==> src/vfv_pkg.sv <==
// vfv_pkg: shared widths, codes and types for the voxel face visibility block.
// No dependencies; imported by vfv_ctrl and voxel_face_visibility.
package vfv_pkg;

  localparam int COORD_W    = 4;
  localparam int NEW_ID_W   = 16;
  localparam int CELL_ID_W  = 16;
  localparam int FACE_TOTAL = 6;
  localparam int FACE_CNT_W = 3;

  // packed stream widths: fields low to high, padded to whole bytes
  localparam int IN_FIELDS_W  = 3 * COORD_W + NEW_ID_W;
  localparam int IN_TDATA_W   = ((IN_FIELDS_W + 7) / 8) * 8;
  localparam int OUT_FIELDS_W = CELL_ID_W + FACE_TOTAL + FACE_CNT_W;
  localparam int OUT_TDATA_W  = ((OUT_FIELDS_W + 7) / 8) * 8;

  typedef enum logic {
    MODE_WRITE = 1'b0,
    MODE_QUERY = 1'b1
  } mode_t;

  // read sequence of a query: the cell itself, then the faces in mask order
  typedef enum logic [2:0] {
    SEQ_CENTRE = 3'd0,
    SEQ_PX     = 3'd1,
    SEQ_NX     = 3'd2,
    SEQ_PY     = 3'd3,
    SEQ_NY     = 3'd4,
    SEQ_PZ     = 3'd5,
    SEQ_NZ     = 3'd6
  } seq_step_t;

endpackage

==> src/vfv_ctrl.sv <==
// vfv_ctrl: item sequencer - clear pass, cell writes, seven-read face query
// and the result register. Depends on vfv_pkg; drives vfv_grid_mem.
module vfv_ctrl
  import vfv_pkg::*;
#(
  parameter int GRID_WIDTH  = 16,
  parameter int GRID_HEIGHT = 16,
  parameter int GRID_LENGTH = 16,
  parameter int ID_BITS     = 16,
  parameter int XB          = 4,
  parameter int YB          = 4,
  parameter int ZB          = 4
) (
  input  logic                   clk,
  input  logic                   rst_n,
  // item side
  input  logic                   item_valid,
  output logic                   item_ready,
  input  logic                   item_mode,
  input  logic [COORD_W-1:0]     item_x,
  input  logic [COORD_W-1:0]     item_y,
  input  logic [COORD_W-1:0]     item_z,
  input  logic [NEW_ID_W-1:0]    item_new_id,
  // result side
  output logic                   res_valid,
  input  logic                   res_ready,
  output logic [CELL_ID_W-1:0]   res_cell_id,
  output logic [FACE_TOTAL-1:0]  res_face_mask,
  output logic [FACE_CNT_W-1:0]  res_face_count,
  // grid memory
  output logic                   mem_we,
  output logic [XB+YB+ZB-1:0]    mem_addr,
  output logic [ID_BITS-1:0]     mem_wdata,
  input  logic [ID_BITS-1:0]     mem_rdata
);

  localparam int AW  = XB + YB + ZB;
  localparam int EXT = 9;   // holds any grid size up to 256 and coordinate + 1

  typedef enum logic [2:0] {
    ST_CLEAR,
    ST_IDLE,
    ST_WRITE,
    ST_READ,
    ST_FINISH,
    ST_HOLD
  } state_t;

  state_t                state_r;
  logic [AW-1:0]         clr_cnt_r;
  logic [COORD_W-1:0]    x_r, y_r, z_r;
  logic [NEW_ID_W-1:0]   new_id_r;
  seq_step_t             step_r;
  logic                  pend_r;
  seq_step_t             pend_step_r;
  logic                  pend_open_r;
  logic [ID_BITS-1:0]    id_r;
  logic [FACE_TOTAL-1:0] mask_r;
  logic                  out_valid_r;
  logic [CELL_ID_W-1:0]  out_id_r;
  logic [FACE_TOTAL-1:0] out_mask_r;
  logic [FACE_CNT_W-1:0] out_count_r;

  logic [EXT-1:0]        x9, y9, z9, nx9, ny9, nz9;
  logic                  nb_ok;
  logic                  cur_in_grid;
  logic                  item_in_grid;
  logic [AW-1:0]         centre_addr, nb_addr;
  logic [FACE_TOTAL-1:0] final_mask;
  logic [FACE_CNT_W-1:0] final_count;
  logic                  accept;

  assign accept     = item_valid && item_ready;
  assign item_ready = (state_r == ST_IDLE);

  assign item_in_grid = ({5'b0, item_x} < EXT'(GRID_WIDTH)) &&
                        ({5'b0, item_y} < EXT'(GRID_HEIGHT)) &&
                        ({5'b0, item_z} < EXT'(GRID_LENGTH));

  assign x9 = {5'b0, x_r};
  assign y9 = {5'b0, y_r};
  assign z9 = {5'b0, z_r};

  assign cur_in_grid = (x9 < EXT'(GRID_WIDTH)) && (y9 < EXT'(GRID_HEIGHT)) &&
                       (z9 < EXT'(GRID_LENGTH));

  assign centre_addr = {x9[XB-1:0], y9[YB-1:0], z9[ZB-1:0]};

  // neighbour of the current step; the cell itself is known to be inside
  always_comb begin
    nx9   = x9;
    ny9   = y9;
    nz9   = z9;
    nb_ok = 1'b1;
    unique case (step_r)
      SEQ_CENTRE: nb_ok = 1'b1;
      SEQ_PX: begin
        nx9   = x9 + EXT'(1);
        nb_ok = nx9 < EXT'(GRID_WIDTH);
      end
      SEQ_NX: begin
        nx9   = x9 - EXT'(1);
        nb_ok = (x9 != '0);
      end
      SEQ_PY: begin
        ny9   = y9 + EXT'(1);
        nb_ok = ny9 < EXT'(GRID_HEIGHT);
      end
      SEQ_NY: begin
        ny9   = y9 - EXT'(1);
        nb_ok = (y9 != '0);
      end
      SEQ_PZ: begin
        nz9   = z9 + EXT'(1);
        nb_ok = nz9 < EXT'(GRID_LENGTH);
      end
      SEQ_NZ: begin
        nz9   = z9 - EXT'(1);
        nb_ok = (z9 != '0);
      end
      default: nb_ok = 1'b0;
    endcase
  end

  assign nb_addr = {nx9[XB-1:0], ny9[YB-1:0], nz9[ZB-1:0]};

  always_comb begin
    mem_we    = 1'b0;
    mem_addr  = nb_addr;
    mem_wdata = ID_BITS'(new_id_r);
    unique case (state_r)
      ST_CLEAR: begin
        mem_we    = 1'b1;
        mem_addr  = clr_cnt_r;
        mem_wdata = '0;
      end
      ST_WRITE: begin
        mem_we   = cur_in_grid;
        mem_addr = centre_addr;
      end
      default: mem_addr = nb_addr;
    endcase
  end

  // an empty cell shows no faces
  always_comb begin
    final_mask  = (id_r != '0) ? mask_r : '0;
    final_count = '0;
    for (int i = 0; i < FACE_TOTAL; i++) begin
      final_count = final_count + FACE_CNT_W'(final_mask[i]);
    end
  end

  always_ff @(posedge clk) begin
    if (!rst_n) begin
      state_r     <= ST_CLEAR;
      clr_cnt_r   <= '0;
      step_r      <= SEQ_CENTRE;
      pend_r      <= 1'b0;
      out_valid_r <= 1'b0;
    end else begin
      // the hold state reloads the output register itself
      if (out_valid_r && res_ready && state_r != ST_HOLD) begin
        out_valid_r <= 1'b0;
      end

      // read data of the previous step lands here
      pend_r <= (state_r == ST_READ);
      if (pend_r) begin
        if (pend_step_r == SEQ_CENTRE) begin
          id_r <= mem_rdata;
        end else begin
          mask_r[3'(pend_step_r) - 3'd1] <= pend_open_r || (mem_rdata == '0);
        end
      end

      unique case (state_r)
        ST_CLEAR: begin
          clr_cnt_r <= clr_cnt_r + AW'(1);
          if (clr_cnt_r == '1) begin
            state_r <= ST_IDLE;
          end
        end
        ST_IDLE: begin
          if (accept) begin
            x_r      <= item_x;
            y_r      <= item_y;
            z_r      <= item_z;
            new_id_r <= item_new_id;
            step_r   <= SEQ_CENTRE;
            if (item_mode == MODE_WRITE) begin
              state_r <= ST_WRITE;
            end else if (item_in_grid) begin
              state_r <= ST_READ;
            end else begin
              id_r    <= '0;
              state_r <= ST_HOLD;
            end
          end
        end
        ST_WRITE: state_r <= ST_IDLE;
        ST_READ: begin
          pend_step_r <= step_r;
          pend_open_r <= !nb_ok;
          if (step_r == SEQ_NZ) begin
            state_r <= ST_FINISH;
          end else begin
            step_r <= seq_step_t'(3'(step_r) + 3'd1);
          end
        end
        ST_FINISH: state_r <= ST_HOLD;
        ST_HOLD: begin
          if (!out_valid_r || res_ready) begin
            out_valid_r <= 1'b1;
            out_id_r    <= CELL_ID_W'(id_r);
            out_mask_r  <= final_mask;
            out_count_r <= final_count;
            state_r     <= ST_IDLE;
          end
        end
        default: state_r <= ST_IDLE;
      endcase
    end
  end

  assign res_valid      = out_valid_r;
  assign res_cell_id    = out_id_r;
  assign res_face_mask  = out_mask_r;
  assign res_face_count = out_count_r;

endmodule

==> config.mk <==
export PLATFORM = sky130hd
export DESIGN_NAME = vfv_ctrl
export DESIGN_NICKNAME = d
export VERILOG_FILES = /design/src/vfv_pkg.sv /design/src/vfv_ctrl.sv
export SDC_FILE = /design/constraint.sdc
export NUM_CORES = 1
export LEC_CHECK = 0
export ABC_CLOCK_PERIOD_IN_PS = 3000
export BUFFER_PORTS_ARGS = -buffer_cell sky130_fd_sc_hd__buf_2
export CORE_MARGIN = 1.5
export CORE_UTILIZATION = 30
export DETAILED_ROUTE_END_ITERATION = 7
export PLACE_DENSITY_LB_ADDON = 0.2
export SETUP_SLACK_MARGIN = 0.02
export SYNTH_ARGS = -nofsm -noshare
export SYNTH_HDL_FRONTEND = slang
export SYNTH_SLANG_ARGS = --single-unit
==> constraint.sdc <==
create_clock -name clk -period 3 [get_ports clk]
set_input_delay 0.6 -clock clk [delete_from_list [all_inputs] [get_ports clk]]
set_output_delay 0.6 -clock clk [all_outputs]
set_load 0.01 [all_outputs]
Yosys cells after proc, flatten, opt, wreduce, memory -nomap -nowiden:

Index checks and enable logic that the tools add are counted.

* register bits: 99
* bits of input ports: 49
* output and inout bits: 56
* logic and storage cells: 106

* $add $sub $neg: 14
* magnitude comparators: 8
* eq/ne operators: 18
* mux-type cells: 23
* bitwise gates (word level): 1
* reductions and logical operators: 26

Operators with widths (count)
* 9-bit nonzero test: 3
* 12-bit case mux with 2 select lines: 1
* 4-bit case mux with 2 select lines: 3
* 3-bit two-way mux: 6
* 16-bit zero test: 1
* 16-bit two-way mux: 1
* 16-bit nonzero test: 1
* 4-bit by 1-bit adder with 5-bit output (second input constant): 3
* 3-bit == test (second input constant): 5
* 4-bit by 5-bit < comparator with 1-bit output (second input constant): 3
* 5-bit < comparator (second input constant): 3
* 3-bit case mux with 5 select lines: 1
* 3-bit AND reduction: 5
* 12-bit by 1-bit adder with 12-bit output (second input constant): 1
* 12-bit == test (second input constant): 1
* 3-bit by 2-bit == test with 1-bit output (second input constant): 4
* 4-bit by 1-bit subtractor with 4-bit output (second input constant): 3
* 3-bit by 1-bit adder with 3-bit output: 3
* 3-bit zero test: 3
* 1-bit case mux with 7 select lines: 1
* 6-bit bitwise mux: 1
* 3-bit by 1-bit == test with 1-bit output (second input constant): 2
* 1-bit logical AND: 6
* 6-bit two-way mux: 1
* other kinds (19): 28

Logic depth before layout (Yosys ltp):

* word-level depth: 7
* mapped depth: 9
* mapped depth without buffers: 9

Worst setup path before layout:

No wires, ideal clock.

* path type: flip-flop to flip-flop
* start point: reg id_r[10]
* end point: reg out_count_r[1], in the netlist res_face_count[1] (data pin)
* data arrival time: 2537 ps
* data required time: 2731 ps
* slack: 194 ps
* cell stages (with the launch flop): 10
* buffers on the path: 0
* period minus slack after synthesis: 2806 ps
* cell sequence: edfxtp_1 nor4_1 nand4_1 and2_1 inv_1 fa_1 inv_1 fa_1 ha_1 fa_1

* word-level cells in the longest chain between the ends: 7

RTL lines
* from (decl): line vfv_ctrl.sv:57 `logic [ID_BITS-1:0] id_r;`
* from (signal assigned): line vfv_ctrl.sv:171 `id_r <= mem_rdata;`
* 16-bit nonzero test: line vfv_ctrl.sv:147 `final_mask = (id_r != '0) ? mask_r : '0;`
* 6-bit two-way mux: line vfv_ctrl.sv:147
* via final_mask[0]: line vfv_ctrl.sv:69 `logic [FACE_TOTAL-1:0] final_mask;`
* 1-bit by 1-bit adder with 2-bit output: line vfv_ctrl.sv:150 `final_count = final_count + FACE_CNT_W'(final_mask[i]);`
* 2-bit by 1-bit adder with 3-bit output: line vfv_ctrl.sv:150
* 3-bit by 1-bit adder with 3-bit output (3 in series): line vfv_ctrl.sv:150
* via final_count[1]: line vfv_ctrl.sv:70 `logic [FACE_CNT_W-1:0] final_count;`
* to (signal assigned): line vfv_ctrl.sv:217 `out_count_r <= final_count;`
* to (decl): line vfv_ctrl.sv:62 `logic [FACE_CNT_W-1:0] out_count_r;`

The timed path passes the listed nets, and every way through them passes these cells.
A chain may end at the register's enable or synchronous reset.

Worst setup path in the final report:

* start point: reg id_r[15]
* end point: reg out_count_r[1], in the netlist res_face_count[1] (data pin)

Same word-level chain as after synthesis.

==> metrics.log <==
INFO  metric yosys.area_share.adder = 0.0544
INFO  metric fin_crit_sh = 0.984
INFO  metric post-route-drc-count = 0
INFO  metric switching_share = 0.215
INFO  metric floorplan.die_area = 15900 sq um
INFO  metric leading_cell_type_in_the_layout_fill_and_taps_excluded = sky130_fd_sc_hd__buf_2
INFO  metric layout.nets = 560
INFO  metric worstMarginPinSlew = ~600 ps
INFO  metric width_of_the_die = approximately 130 um
INFO  metric finalWorstSetupSlack = roughly 47 ps
INFO  metric io-pin-count = ~110
INFO  metric synth-compound-area-share = 0.0947
INFO  metric yosys_warning_total = 0
INFO  metric postSynth.asyncResetShare = 0
INFO  metric synth_area_per_cell = about 12 sq um
INFO  metric antenna_cells = 0
INFO  metric fin_total_pwr = approximately 0.0027 W
INFO  metric detailedRoute.firstIterationViolations = between 100 and 150
INFO  metric dp_worst_setup_slack = -133 ps
INFO  metric drt-vias-per-instance = 4.83
INFO  metric timing.critical_path.required = just over 3000 ps
INFO  metric worst-setup-path-type = reg -> reg
INFO  metric final_hpwl_from_detailed_placement = 7460 um
INFO  metric met1_length = around 4600 um
INFO  metric antenna_found_initial = 0
INFO  metric top_layer = met4
INFO  metric ys_types = 54
INFO  metric cap_viol_max_count = 0
INFO  metric timing.final.crit_period = between 2000 and 3000 ps
INFO  metric layout_common_cells = 104 x sky130_fd_sc_hd__buf_2, 79 x sky130_fd_sc_hd__edfxtp_1, 28 x sky130_fd_sc_hd__nand2_1
INFO  metric layout-drive-gt1-share = 0.303
INFO  metric initial_core_util = 0.310
INFO  metric routed-via-count = 3297
INFO  metric cp-end-kind = flip-flop
INFO  metric worst_path_max_delay_cell = sky130_fd_sc_hd__edfxtp_1
INFO  metric min-delay-path-class = in -> reg
INFO  metric combinational_family_with_the_most_area_after_synthesis = simple AND/OR/NAND/NOR gates
INFO  metric run_status = finished clean
INFO  metric syn_inst = between 300 and 400
INFO  metric placement.cell_area = between 5000 and 6000 sq um
INFO  metric cts-root-to-sink-buffers = 2
INFO  metric firstDrtPassIters = 4
INFO  metric rsz0062_at_grt = yes
INFO  metric power.share.sequential = 0.558
INFO  metric coreArea = ~15000 sq um
INFO  metric clkPwrFrac = 0.419
INFO  metric worstPathArrival = about 3100 ps
INFO  metric fin_tns_setup = 0 ps
INFO  metric clk_sink_count = just under 100
INFO  metric pwr-share-comb = 0.023
INFO  metric postRouteAntennaNets = 0
INFO  metric p_int = 0.00208 W
INFO  metric synth_seq_area_share = 0.608
INFO  metric gp_routability_congestion = between 0.8 and 0.9
INFO  metric postRouteWirelength = around 10000 um
INFO  metric met2WireLength = between 4000 and 5000 um
INFO  metric synth_xor_xnor_area_share = 0.0231
INFO  metric clock_tree.htree_level_count = 3
INFO  metric grt-ovfl-total = 0
INFO  metric postSynthRegisterBits = between 90 and 100
INFO  metric die_h = 126 um
INFO  metric cts.hold.buffers_added = 0
INFO  metric grt_max_degree = 26
INFO  metric slowest_delay = 420 ps
INFO  metric switchingPower = between 0.0005 and 0.0006 W
INFO  metric clock_skew = just over 7 ps
INFO  metric finalMaxSlewViolations = 0
INFO  metric power_per_unit_of_standard_cell_area = about 470 nW/um^2
INFO  metric worst_supply_voltage_drop_on_vdd = about 0.29 mV
INFO  metric io_buffers = 104
INFO  metric slew_headroom = 0.608
INFO  metric globalRouteTotalUtil = 0.132
INFO  metric synthesis.area = about 4600 sq um
INFO  metric synthToLayoutAreaGrowth = 23.8%
INFO  metric routed-wl-met3 = about 440 um
INFO  metric placed_instance_count = ~670
INFO  metric number_of_buffers_added_by_the_clock_tree_synthesis_step = 9
INFO  metric clk_pin_slew_worst_paths = 70 ps
INFO  metric final_hold_viol_count = 0
INFO  metric cts.repair_timing.setup_buffer_count = 0
INFO  metric avgRoutedWirePerCell = 14.8 um
INFO  metric final_setup_viols = 0
INFO  metric cts_tree = done
INFO  metric syn-num-nets = approximately 450
INFO  metric finish.instance_area = roughly 5600 sq um
INFO  metric crit_path_frequent_cell = sky130_fd_sc_hd__fa_1
INFO  metric p_leak = 2.15 nW
INFO  metric root_buffer = sky130_fd_sc_hd__clkbuf_16
INFO  metric rows = 44
INFO  metric number_of_synthesized_flops_with_an_enable_pin = 79
INFO  metric synthSimpleGateAreaFrac = 0.173
INFO  metric grt_pass1_wl = about 16000 um
INFO  metric synth_ff_type = sky130_fd_sc_hd__edfxtp_1
INFO  metric first_global_vias = 3304
INFO  metric max_clock_freq = about 0.34 GHz
INFO  metric worst-path-max-fanout = 4
INFO  metric start_kind = flip-flop
INFO  metric synth.area.mux_share = 0.00659
INFO  metric critical_path.cell_chain = nor4_2 -> nand4_1 -> and2_4 -> inv_2 -> fa_1 -> inv_1 -> fa_1 -> ha_2 -> fa_2
INFO  metric finalNonFillerCells = a little under 700
INFO  metric clock_latency_of_the_later_clocked_register_in_the_worst_skew_pair = ~350 ps
## worst max-delay path: cells and delay by family (launching register included)
kind                       cells  cell delay [ps]
and+or+nand+nor                3              750
adders and majority gates      4             1400
DFF                            1              420
buffers and inverters          2              130
## path summary, 6_finish.rpt
path                                     endpoint  depth (start not counted)  slack, ps            from
worst max register to register  res_face_count[1]                          9         50        id_r[15]
worst min-delay path                  new_id_r[2]                          1        420  item_new_id[2]
worst min register to register    res_cell_id[14]                          0        460        id_r[14]
worst max-delay path            res_face_count[1]                          9         50        id_r[15]
## power groups by stage
stage                     clock network [W]   logic, W  registers, W
after CTS                           0.00115  0.0000630       0.00148
after detailed placement                  0  0.0000628       0.00151
final                               0.00111  0.0000618       0.00148
after global placement                    0  0.0000603       0.00151
after global routing                0.00120  0.0000676       0.00148
after floorplan                           0  0.0000191       0.00151
## per-stage QoR
step / util / hold WS (ps)
floorplan: - / 427
global placement: 0.362 / 432
detailed placement: 0.362 / 438
CTS: 0.383 / 405
global route: 0.384 / 403
finish: 0.384 / 421
## sequential cells by signal, summed over array words and instances (netlist names), 6 cells and up
name and count:
new_id_r 16, res_face_mask 6, mask_r 6, res_cell_id 16, id_r 16, clr_cnt_r 12
## repair_timing
| item | CTS | global route |
|---|---|---|
| setup endpoints to repair | 2 | 3 |
| endpoints found under the hold margin | 0 | 0 |
| cloned | 0 | 0 |
| pin swaps | 3 | 1 |
| gates resized for setup | 6 | 5 |
## per-layer routing
metal / vias to the layer above / GRT usage
li1: 1629 / -
met1: 1568 / 0.157
met2: 89 / 0.230
met3: 11 / 0.0353
met4: 0 / 0.0473
met5: - / 0
## cells by family after synthesis
| logic type | after synthesis |
|---|---|
| compound gates | 64 |
| xor+xnor | 12 |
| fa+ha+maj | 18 |
| buf+inv | 41 |
| flops | 99 |
| mux | 3 |
| simple gates | 144 |
## cell usage after synthesis (2+ instances only)
cell type / n / area, sq um
sky130_fd_sc_hd__xnor2_1: 9 / 78.8
sky130_fd_sc_hd__nor3b_1: 4 / 30.0
sky130_fd_sc_hd__nor3_1: 11 / 55.1
sky130_fd_sc_hd__o21a_1: 2 / 15.0
sky130_fd_sc_hd__a22oi_1: 3 / 22.5
sky130_fd_sc_hd__o22ai_1: 3 / 18.8
sky130_fd_sc_hd__edfxtp_1: 79 / 2370
sky130_fd_sc_hd__xor2_1: 3 / 26.3
sky130_fd_sc_hd__nor4_2: 2 / 25.0
sky130_fd_sc_hd__fa_1: 3 / 60.1
sky130_fd_sc_hd__nand2b_1: 3 / 18.8
sky130_fd_sc_hd__clkbuf_1: 7 / 26.3
sky130_fd_sc_hd__a22o_1: 2 / 17.5
sky130_fd_sc_hd__ha_1: 15 / 188
sky130_fd_sc_hd__nor2b_1: 5 / 31.3
sky130_fd_sc_hd__nor3_2: 3 / 30.0
sky130_fd_sc_hd__a21oi_1: 17 / 85.1
sky130_fd_sc_hd__a211oi_1: 8 / 60.1
sky130_fd_sc_hd__buf_6: 3 / 33.8
sky130_fd_sc_hd__buf_2: 4 / 20.0
sky130_fd_sc_hd__dfxtp_1: 20 / 400
sky130_fd_sc_hd__nand3_1: 7 / 35.0
sky130_fd_sc_hd__and2_1: 21 / 131
sky130_fd_sc_hd__nor4_1: 10 / 62.6
sky130_fd_sc_hd__or3_1: 4 / 25.0
sky130_fd_sc_hd__nand2_1: 28 / 105
sky130_fd_sc_hd__nor2_1: 24 / 90.1
sky130_fd_sc_hd__mux2i_1: 3 / 30.0
sky130_fd_sc_hd__or2_2: 2 / 12.5
sky130_fd_sc_hd__o21ai_0: 12 / 60.1
sky130_fd_sc_hd__o221ai_1: 2 / 17.5
sky130_fd_sc_hd__inv_1: 27 / 101
sky130_fd_sc_hd__a221o_1: 2 / 20.0
sky130_fd_sc_hd__nand4_1: 9 / 56.3
sky130_fd_sc_hd__and3_1: 5 / 31.3
## final cells by class
type | instances | area (sq um)
Fill cell | 1447 | 9060
Sequential cell | 99 | 2770
Multi-Input combinational cell | 241 | 1650
Timing Repair Buffer | 115 | 603
Tap cell | 184 | 230
Clock buffer | 9 | 225
Inverter | 27 | 101
Clock inverter | 7 | 58.8
(Power assumes the default switching activity.)
